## src/sv/plfc_pkg.sv

```systemverilog
// ----------------------------------------------------------------------------
// plfc_pkg
// Shared types and constants of the PMBus LINEAR11/LINEAR16 format converter.
// ----------------------------------------------------------------------------
package plfc_pkg;

  // field widths
  localparam int unsigned OP_W    = 2;
  localparam int unsigned WORD_W  = 16;
  localparam int unsigned VAL_W   = 48;
  localparam int unsigned EXP_W   = 5;
  localparam int unsigned MANT_W  = 11;

  // conversion codes
  typedef enum logic [OP_W-1:0] {
    OP_DEC_L11 = 2'd0,
    OP_ENC_L11 = 2'd1,
    OP_DEC_L16 = 2'd2,
    OP_ENC_L16 = 2'd3
  } op_e;

  // fixed-point range limits
  localparam logic [VAL_W-1:0] VAL_POS_MAX = {1'b0, {(VAL_W-1){1'b1}}};
  localparam logic [VAL_W-1:0] VAL_NEG_MAG = {1'b1, {(VAL_W-1){1'b0}}};

  // linear11 limits
  localparam logic [MANT_W-1:0] MANT_MAX     = 11'd1023;
  localparam logic [MANT_W:0]   MANT_MODULUS = 12'd2048;
  localparam int                EXP_LO       = -15;
  localparam int                EXP_HI       = 15;

  // linear16 limit
  localparam logic [WORD_W-1:0] L16_MAX = 16'hFFFF;

  // vout_mode exponent after reset
  localparam logic [EXP_W-1:0] VOUT_EXP_RESET = 5'b10111;

endpackage

```

## src/sv/pmbus_linear_format_converter.sv

```systemverilog
// ----------------------------------------------------------------------------
// pmbus_linear_format_converter
// Converts PMBus LINEAR11/LINEAR16 words to and from signed fixed-point values.
// ----------------------------------------------------------------------------
// Timing: a word taken into the input register is converted combinationally
//   and registered in the result register; done_o is high for one cycle.
// Throughput: one word per cycle; busy is never raised, the input register
//   and the result register bound a single combinational conversion pass.
// Stalls: none; the receiver cannot hold results off.
// Reset: rst_ni clears the pipeline valid flags and loads vout_exponent = -9.
// ----------------------------------------------------------------------------
module pmbus_linear_format_converter #(
  parameter int unsigned FRACTION_BITS = 16
) (
  input  logic                              clk_i,
  input  logic                              rst_ni,
  // command channel
  input  logic                              start,
  output logic                              busy,
  input  logic [plfc_pkg::OP_W-1:0]         op_i,
  input  logic [plfc_pkg::WORD_W-1:0]       word_in_i,
  input  logic signed [plfc_pkg::VAL_W-1:0] value_in_i,
  // result channel
  output logic                              done_o,
  output logic [plfc_pkg::WORD_W-1:0]       word_out_o,
  output logic signed [plfc_pkg::VAL_W-1:0] value_out_o,
  // vout_mode exponent write channel
  input  logic                              cfg_valid_i,
  output logic                              cfg_ready_o,
  input  logic signed [plfc_pkg::EXP_W-1:0] cfg_vout_exponent_i
);

  import plfc_pkg::*;

  // largest shift used by any conversion
  localparam int unsigned SH_MAX = EXP_HI + FRACTION_BITS;
  localparam int unsigned SH_W   = $clog2(SH_MAX + 1);
  localparam int unsigned MAG_W  = WORD_W + 1;
  localparam int unsigned SCL_W  = MAG_W + SH_MAX;
  localparam int unsigned POS_W  = $clog2(VAL_W);

  // input register
  logic              vld_q;
  op_e               op_q;
  logic [WORD_W-1:0] word_q;
  logic [VAL_W-1:0]  value_q;

  // configuration register
  logic [EXP_W-1:0]  vout_exp_q;

  // result register
  logic              done_q;
  logic [WORD_W-1:0] word_out_q, word_out_d;
  logic [VAL_W-1:0]  value_out_q, value_out_d;

  // decode path
  logic [MANT_W-1:0] l11_mant;
  logic [MANT_W:0]   l11_mag;
  logic [MAG_W-1:0]  dec_mag;
  logic              dec_neg;
  logic [EXP_W-1:0]  dec_exp;
  logic signed [7:0] dec_sh_s;
  logic [SH_W-1:0]   dec_sh;
  logic [SCL_W-1:0]  dec_scaled;
  logic [SCL_W-1:0]  dec_lim;
  logic [VAL_W-1:0]  dec_res;
  logic [VAL_W-1:0]  dec_val;

  // encode path
  logic              enc_neg;
  logic [VAL_W-1:0]  enc_abs;
  logic [POS_W-1:0]  lead_pos;
  logic signed [7:0] e_raw;
  logic signed [7:0] e_clip;
  logic signed [7:0] r11_s;
  logic [SH_W-1:0]   r11;
  logic [VAL_W-1:0]  q11;
  logic              rem_nz;
  logic [MANT_W:0]   mag11_sum;
  logic [MANT_W-1:0] mag11;
  logic [MANT_W:0]   neg_mant;
  logic [MANT_W-1:0] mant11;
  logic [WORD_W-1:0] enc11_word;
  logic signed [7:0] r16_s;
  logic [SH_W-1:0]   r16;
  logic [VAL_W-1:0]  q16;
  logic [WORD_W-1:0] enc16_word;

  // the converter never stalls a command or a register write
  assign busy        = 1'b0;
  assign cfg_ready_o = 1'b1;

  // input register
  always_ff @(posedge clk_i or negedge rst_ni) begin
    if (!rst_ni) begin
      vld_q <= 1'b0;
    end else begin
      vld_q <= start && !busy;
    end
  end

  always_ff @(posedge clk_i) begin
    if (start && !busy) begin
      op_q    <= op_e'(op_i);
      word_q  <= word_in_i;
      value_q <= value_in_i;
    end
  end

  // vout_mode exponent
  always_ff @(posedge clk_i or negedge rst_ni) begin
    if (!rst_ni) begin
      vout_exp_q <= VOUT_EXP_RESET;
    end else if (cfg_valid_i && cfg_ready_o) begin
      vout_exp_q <= cfg_vout_exponent_i;
    end
  end

  // decode: sign/magnitude times 2^(exp + fraction bits), saturated
  always_comb begin
    l11_mant = word_q[MANT_W-1:0];
    l11_mag  = l11_mant[MANT_W-1] ? (MANT_MODULUS - {1'b0, l11_mant}) : {1'b0, l11_mant};
    if (op_q == OP_DEC_L11) begin
      dec_mag = MAG_W'(l11_mag);
      dec_neg = l11_mant[MANT_W-1];
      dec_exp = word_q[WORD_W-1:MANT_W];
    end else begin
      dec_mag = MAG_W'(word_q);
      dec_neg = 1'b0;
      dec_exp = vout_exp_q;
    end
    dec_sh_s   = {{(8-EXP_W){dec_exp[EXP_W-1]}}, dec_exp} + 8'(FRACTION_BITS);
    dec_sh     = dec_sh_s[7] ? '0 : dec_sh_s[SH_W-1:0];
    dec_scaled = SCL_W'(dec_mag) << dec_sh;
    dec_lim    = dec_neg ? SCL_W'(VAL_NEG_MAG) : SCL_W'(VAL_POS_MAX);
    dec_res    = (dec_scaled > dec_lim) ? dec_lim[VAL_W-1:0] : dec_scaled[VAL_W-1:0];
    dec_val    = dec_neg ? ('0 - dec_res) : dec_res;
  end

  // encode: magnitude and leading one
  always_comb begin
    enc_neg  = value_q[VAL_W-1];
    enc_abs  = enc_neg ? ('0 - value_q) : value_q;
    lead_pos = '0;
    for (int i = 0; i < VAL_W; i++) begin
      if (enc_abs[i]) begin
        lead_pos = POS_W'(i);
      end
    end
  end

  // linear11 encode: normalize into 512..1023, exponent held to -15..15
  always_comb begin
    e_raw  = 8'(lead_pos) - 8'(FRACTION_BITS + 9);
    if (e_raw < 8'(EXP_LO)) begin
      e_clip = 8'(EXP_LO);
    end else if (e_raw > 8'(EXP_HI)) begin
      e_clip = 8'(EXP_HI);
    end else begin
      e_clip = e_raw;
    end
    r11_s  = e_clip + 8'(FRACTION_BITS);
    r11    = r11_s[7] ? '0 : r11_s[SH_W-1:0];
    q11    = enc_abs >> r11;
    rem_nz = |(enc_abs & ~({VAL_W{1'b1}} << r11));
    // round toward minus infinity: negative values round the magnitude up
    if (|q11[VAL_W-1:MANT_W-1]) begin
      mag11_sum = {1'b0, MANT_MAX};
    end else begin
      mag11_sum = {2'b00, q11[MANT_W-2:0]} + {{MANT_W{1'b0}}, enc_neg && rem_nz};
    end
    mag11    = (mag11_sum > {1'b0, MANT_MAX}) ? MANT_MAX : mag11_sum[MANT_W-1:0];
    neg_mant = MANT_MODULUS - {1'b0, mag11};
    mant11   = enc_neg ? neg_mant[MANT_W-1:0] : mag11;
    if (q11 == '0) begin
      enc11_word = '0;
    end else begin
      enc11_word = {e_clip[EXP_W-1:0], mant11};
    end
  end

  // linear16 encode: floor, saturate, negative gives zero
  always_comb begin
    r16_s = {{(8-EXP_W){vout_exp_q[EXP_W-1]}}, vout_exp_q} + 8'(FRACTION_BITS);
    r16   = r16_s[7] ? '0 : r16_s[SH_W-1:0];
    q16   = enc_abs >> r16;
    if (enc_neg) begin
      enc16_word = '0;
    end else if (|q16[VAL_W-1:WORD_W]) begin
      enc16_word = L16_MAX;
    end else begin
      enc16_word = q16[WORD_W-1:0];
    end
  end

  // result select
  always_comb begin
    word_out_d  = '0;
    value_out_d = '0;
    unique case (op_q)
      OP_DEC_L11: value_out_d = dec_val;
      OP_ENC_L11: word_out_d  = enc11_word;
      OP_DEC_L16: value_out_d = dec_val;
      OP_ENC_L16: word_out_d  = enc16_word;
    endcase
  end

  // result register
  always_ff @(posedge clk_i or negedge rst_ni) begin
    if (!rst_ni) begin
      done_q <= 1'b0;
    end else begin
      done_q <= vld_q;
    end
  end

  always_ff @(posedge clk_i) begin
    if (vld_q) begin
      word_out_q  <= word_out_d;
      value_out_q <= value_out_d;
    end
  end

  assign done_o      = done_q;
  assign word_out_o  = word_out_q;
  assign value_out_o = value_out_q;

  // checks
  a_done_follows: assert property (@(posedge clk_i) disable iff (!rst_ni)
    vld_q |=> done_o)
    else $error("conversion in flight produced no result strobe");

  a_done_origin: assert property (@(posedge clk_i) disable iff (!rst_ni)
    done_o |-> $past(vld_q))
    else $error("result strobe without a conversion in flight");

  a_decode_word_zero: assert property (@(posedge clk_i) disable iff (!rst_ni)
    vld_q && (op_q == OP_DEC_L11 || op_q == OP_DEC_L16) |=> word_out_o == '0)
    else $error("decode result carries a nonzero word");

  a_encode_value_zero: assert property (@(posedge clk_i) disable iff (!rst_ni)
    vld_q && (op_q == OP_ENC_L11 || op_q == OP_ENC_L16) |=> value_out_o == '0)
    else $error("encode result carries a nonzero value");

  a_l11_neg_decode: assert property (@(posedge clk_i) disable iff (!rst_ni)
    vld_q && op_q == OP_DEC_L11 && word_q[MANT_W-1] |=> value_out_o[VAL_W-1])
    else $error("negative linear11 mantissa decoded to a nonnegative value");

endmodule

```

## config.mk

```make
export PLATFORM = sky130hd
export DESIGN_NAME = pmbus_linear_format_converter
export DESIGN_NICKNAME = d
export VERILOG_FILES = /design/src/sv/plfc_pkg.sv /design/src/sv/pmbus_linear_format_converter.sv
export SDC_FILE = /design/constraint.sdc
export NUM_CORES = 1
export LEC_CHECK = 0
export BUFFER_PORTS_ARGS = -buffer_cell sky130_fd_sc_hd__buf_2
export CELL_PAD_IN_SITES_DETAIL_PLACEMENT = 0
export CELL_PAD_IN_SITES_GLOBAL_PLACEMENT = 1
export CORE_MARGIN = 2
export CORE_UTILIZATION = 40
export DETAILED_ROUTE_END_ITERATION = 8
export PLACE_DENSITY_LB_ADDON = 0.25
export RECOVER_POWER = 50
export SLEW_MARGIN = 10
export SYNTH_ARGS = -nofsm -noshare
export SYNTH_HDL_FRONTEND = slang
export SYNTH_SLANG_ARGS = --single-unit
```

## constraint.sdc

```tcl
create_clock -name clk_i -period 26.9 [get_ports clk_i]
set_input_delay 2.69 -clock clk_i [delete_from_list [all_inputs] [get_ports clk_i]]
set_output_delay 2.69 -clock clk_i [all_outputs]
set_load 0.01 [all_outputs]
```

==> results.json <==
{
  "fin_crit_sh_pct": 44.3,
  "fmax_mhz": 84.0,
  "drt_iter0_drc": 2134,
  "setup_violations": 0,
  "wl_per_cell_um": 24.0,
  "layout-drive-gt1-share_pct": 15.1,
  "nets": 2372,
  "grt_use_total_pct": 29.9,
  "p_per_area_nw_per_um2": 56.0,
  "hold_path_startpoint": "op_q[0]",
  "grt_pass1_vias": 16800,
  "numCtsBuffers": 17,
  "port_buffers": 139,
  "cp.required_ps": 27190,
  "dp_hpwl_mm": 51.8,
  "viasPerCell": 6.45,
  "min_path_type": "flop to flop",
  "max_slew_margin_pct": -123,
  "vias": 18300,
  "worst_slew_pin_slew_ps": 3340,
  "arrival_ps": 12200,
  "die_h_um": 214,
  "min_path_cells": 2,
  "dieArea_sq_um": 45700,
  "drt-total-wl_mm": 68.4,
  "peakVddDrop_v": 0.0000483,
  "p_int_uw": 566,
  "cts_tree": "yes",
  "ys_ff_latch": 137,
  "postLayoutCellArea_sq_um": 19000,
  "end_kind": "flop",
  "finalSetupTns_ps": 0,
  "antenna_found_initial": 0,
  "critPathSlowestCell": "nor4_4",
  "status": "finished, violations left",
  "p_seq_share_pct": 26.4,
  "hold_viol": 0,
  "cts.reportedPaths.clkPinSlew_ps": 70,
  "synth_area_leaders": "edfxtp_1, mux2i_1, a21oi_1, o21ai_0, nor2_1",
  "p_clk_share_pct": 21.9,
  "fill_cells": 4355,
  "num_rows": 76,
  "synth_area_sq_um": 17600,
  "leakage_uw": 0.00731,
  "hold_buffers": 0,
  "ys.flop_type": "edfxtp_1",
  "n_antenna_cell": 0,
  "gp_congestion": 0.988,
  "synth.distinct_cells": 127,
  "r2r_cells": 37,
  "drv_slew": 134,
  "area_growth_pct": 8.13,
  "htreeDepth": 4,
  "rrSetupSlack_ps": 14990,
  "grt_max_degree": 83,
  "critPathMaxFanout": 41,
  "reg2reg_to": "word_out_o[8]",
  "violations": "capacitance limit, slew limit",
  "ioPinCount": 142,
  "grt_pass1_wl_mm": 104,
  "core-area_sq_um": 43300,
  "dr.pass1.iters": 7,
  "placed_area_sq_um": 18500,
  "synthArstFlopShare_pct": 5.11,
  "ctsResizeCount": 0,
  "fin_crit_ps": 11910,
  "cts_setup_buffers": 0,
  "power.share.switching_pct": 46.9,
  "synth-seq-area-share_pct": 23.2,
  "crit_path_start_kind": "flop",
  "start_util_pct": 40.7,
  "maxCapViolCount": 2,
  "setup.worst_path.class": "flop to flop",
  "fin_worst_skew_ps": 24.5,
  "synth_top_area_share_pct": 22.2,
  "yosys_warnings": 0,
  "clock_latency_ps": 490,
  "p_switching_uw": 500,
  "cts_buffer_depth": 2,
  "antenna_left": 0,
  "yosysTopAreaCell": "edfxtp_1",
  "synth_cells": 2220,
  "synthMostInstantiatedCell": "nor2_1",
  "max_stage_delay_ps": 800,
  "cts.sinks": 137,
  "fp.dieW_um": 214,
  "gr-total-overflow": 0,
  "cts_root_buf": "clkbuf_16",
  "combPwrFrac_pct": 51.6,
  "postSynthAreaPerCell_sq_um": 7.93,
  "reg2reg_from": "value_q[6]",
  "grt_setup_unrepaired": "false",
  "hold_end": "value_out_o[0]",
  "ys_top_cells_by_count": "nor2_1, a21oi_1, nand2_1, o21ai_0, edfxtp_1",
  "drc": 0,
  "power_uw": 1070,
  "synth-edff-count": 130,
  "syn-num-nets": 2347
}
-- registers in the layout (all words and copies together) (netlist names) --
register,count
word_out_o,16
word_q,16
value_out_o,48
vld_q,1
vout_exp_q,5
done_o,1
op_q,2
value_q,48
-- cells by family (layout without fill, tap and decap cells) --
kind of cell | Yosys count | count (layout) | share of synthesized area (%)
and+or+nand+nor | 789 | 789 | 22.9
AOI/OAI and AO/OA | 750 | 750 | 29.2
buffers and inverters | 225 | 263 | 6.10
muxes | 159 | 159 | 9.47
DFF | 137 | 137 | 23.2
xor gates and xnor gates | 105 | 105 | 5.35
adders and majority gates | 53 | 53 | 3.75
other | 2 | 2 | 0.0427
-- metal layers --
layer  routed length, um  share of wire, %  track usage [%]
met3                5940               8.7             5.76
met2               29700                43             44.7
met1               30800                45             43.3
met4                1900               2.8             9.32
met5                   0                 0                0
-- per-stage QoR --
step                util (%)  hold slack [ps]  setup WS (ps)  std cells
CTS                     44.0              913          15280       2843
global route            44.0              978          14360       2843
global placement        42.8              882          15440       2811
finish                  44.0              923          14990       2843
detailed placement      42.8              906          15330       2811
floorplan                  -              673          17680       2220
-- worst max-delay path by stage --
stage | startpoint | endpoint
finish | value_q[6] | word_out_o[8]
global route | value_q[6] | word_out_o[8]
CTS | value_q[6] | word_out_o[8]
detailed placement | value_q[6] | word_out_o[8]
global placement | value_q[6] | word_out_o[8]
floorplan | value_q[0] | word_out_o[8]
-- cells in the final DEF, fill, tap and decap left out, types with 20 or more instances in the layout --
| master | n |
|---|---|
| nand2_1 | 197 |
| xor2_1 | 43 |
| and3_1 | 24 |
| nand4_1 | 29 |
| edfxtp_1 | 130 |
| o21ai_0 | 170 |
| xnor2_1 | 59 |
| a211oi_1 | 35 |
| buf_2 | 135 |
| ha_1 | 52 |
| nor4_1 | 34 |
| o31ai_1 | 23 |
| a31oi_1 | 24 |
| a21oi_1 | 197 |
| inv_1 | 39 |
| mux2i_1 | 126 |
| o211ai_1 | 26 |
| nand3_1 | 45 |
| buf_4 | 46 |
| a21o_1 | 20 |
| mux2_2 | 26 |
| nor3_1 | 80 |
| nor2_1 | 225 |
-- critical path: cells and delay by family, from the launching register on --
family	cells	cell delay (ps)
and+or+nand+nor	14	4420
AOI/OAI and AO/OA	11	3320
buffers and inverters	6	1470
adders and majority gates	4	1380
DFF	1	540
muxes	1	340
xor gates and xnor gates	1	180
-- power groups by stage --
stage	logic (uW)	clock network (uW)	registers [uW]
2_1_floorplan	372	0	277
6_report	550	234	282
5_1_grt	592	248	285
3_3_place_gp	531	0	285
3_5_place_dp	532	0	285
4_1_cts	534	241	281
-- cell type report --
class	instances	area, sq um	share of cell area [%]
Multi-Input combinational cell	1858	12500	65.5
Sequential cell	137	4090	21.5
Timing Repair Buffer	187	1040	5.48
Tap cell	585	732	3.85
Clock buffer	22	454	2.39
Inverter	44	165	0.868
Clock inverter	10	95.1	0.500
Note: power is estimated with default switching activity, not from simulation.
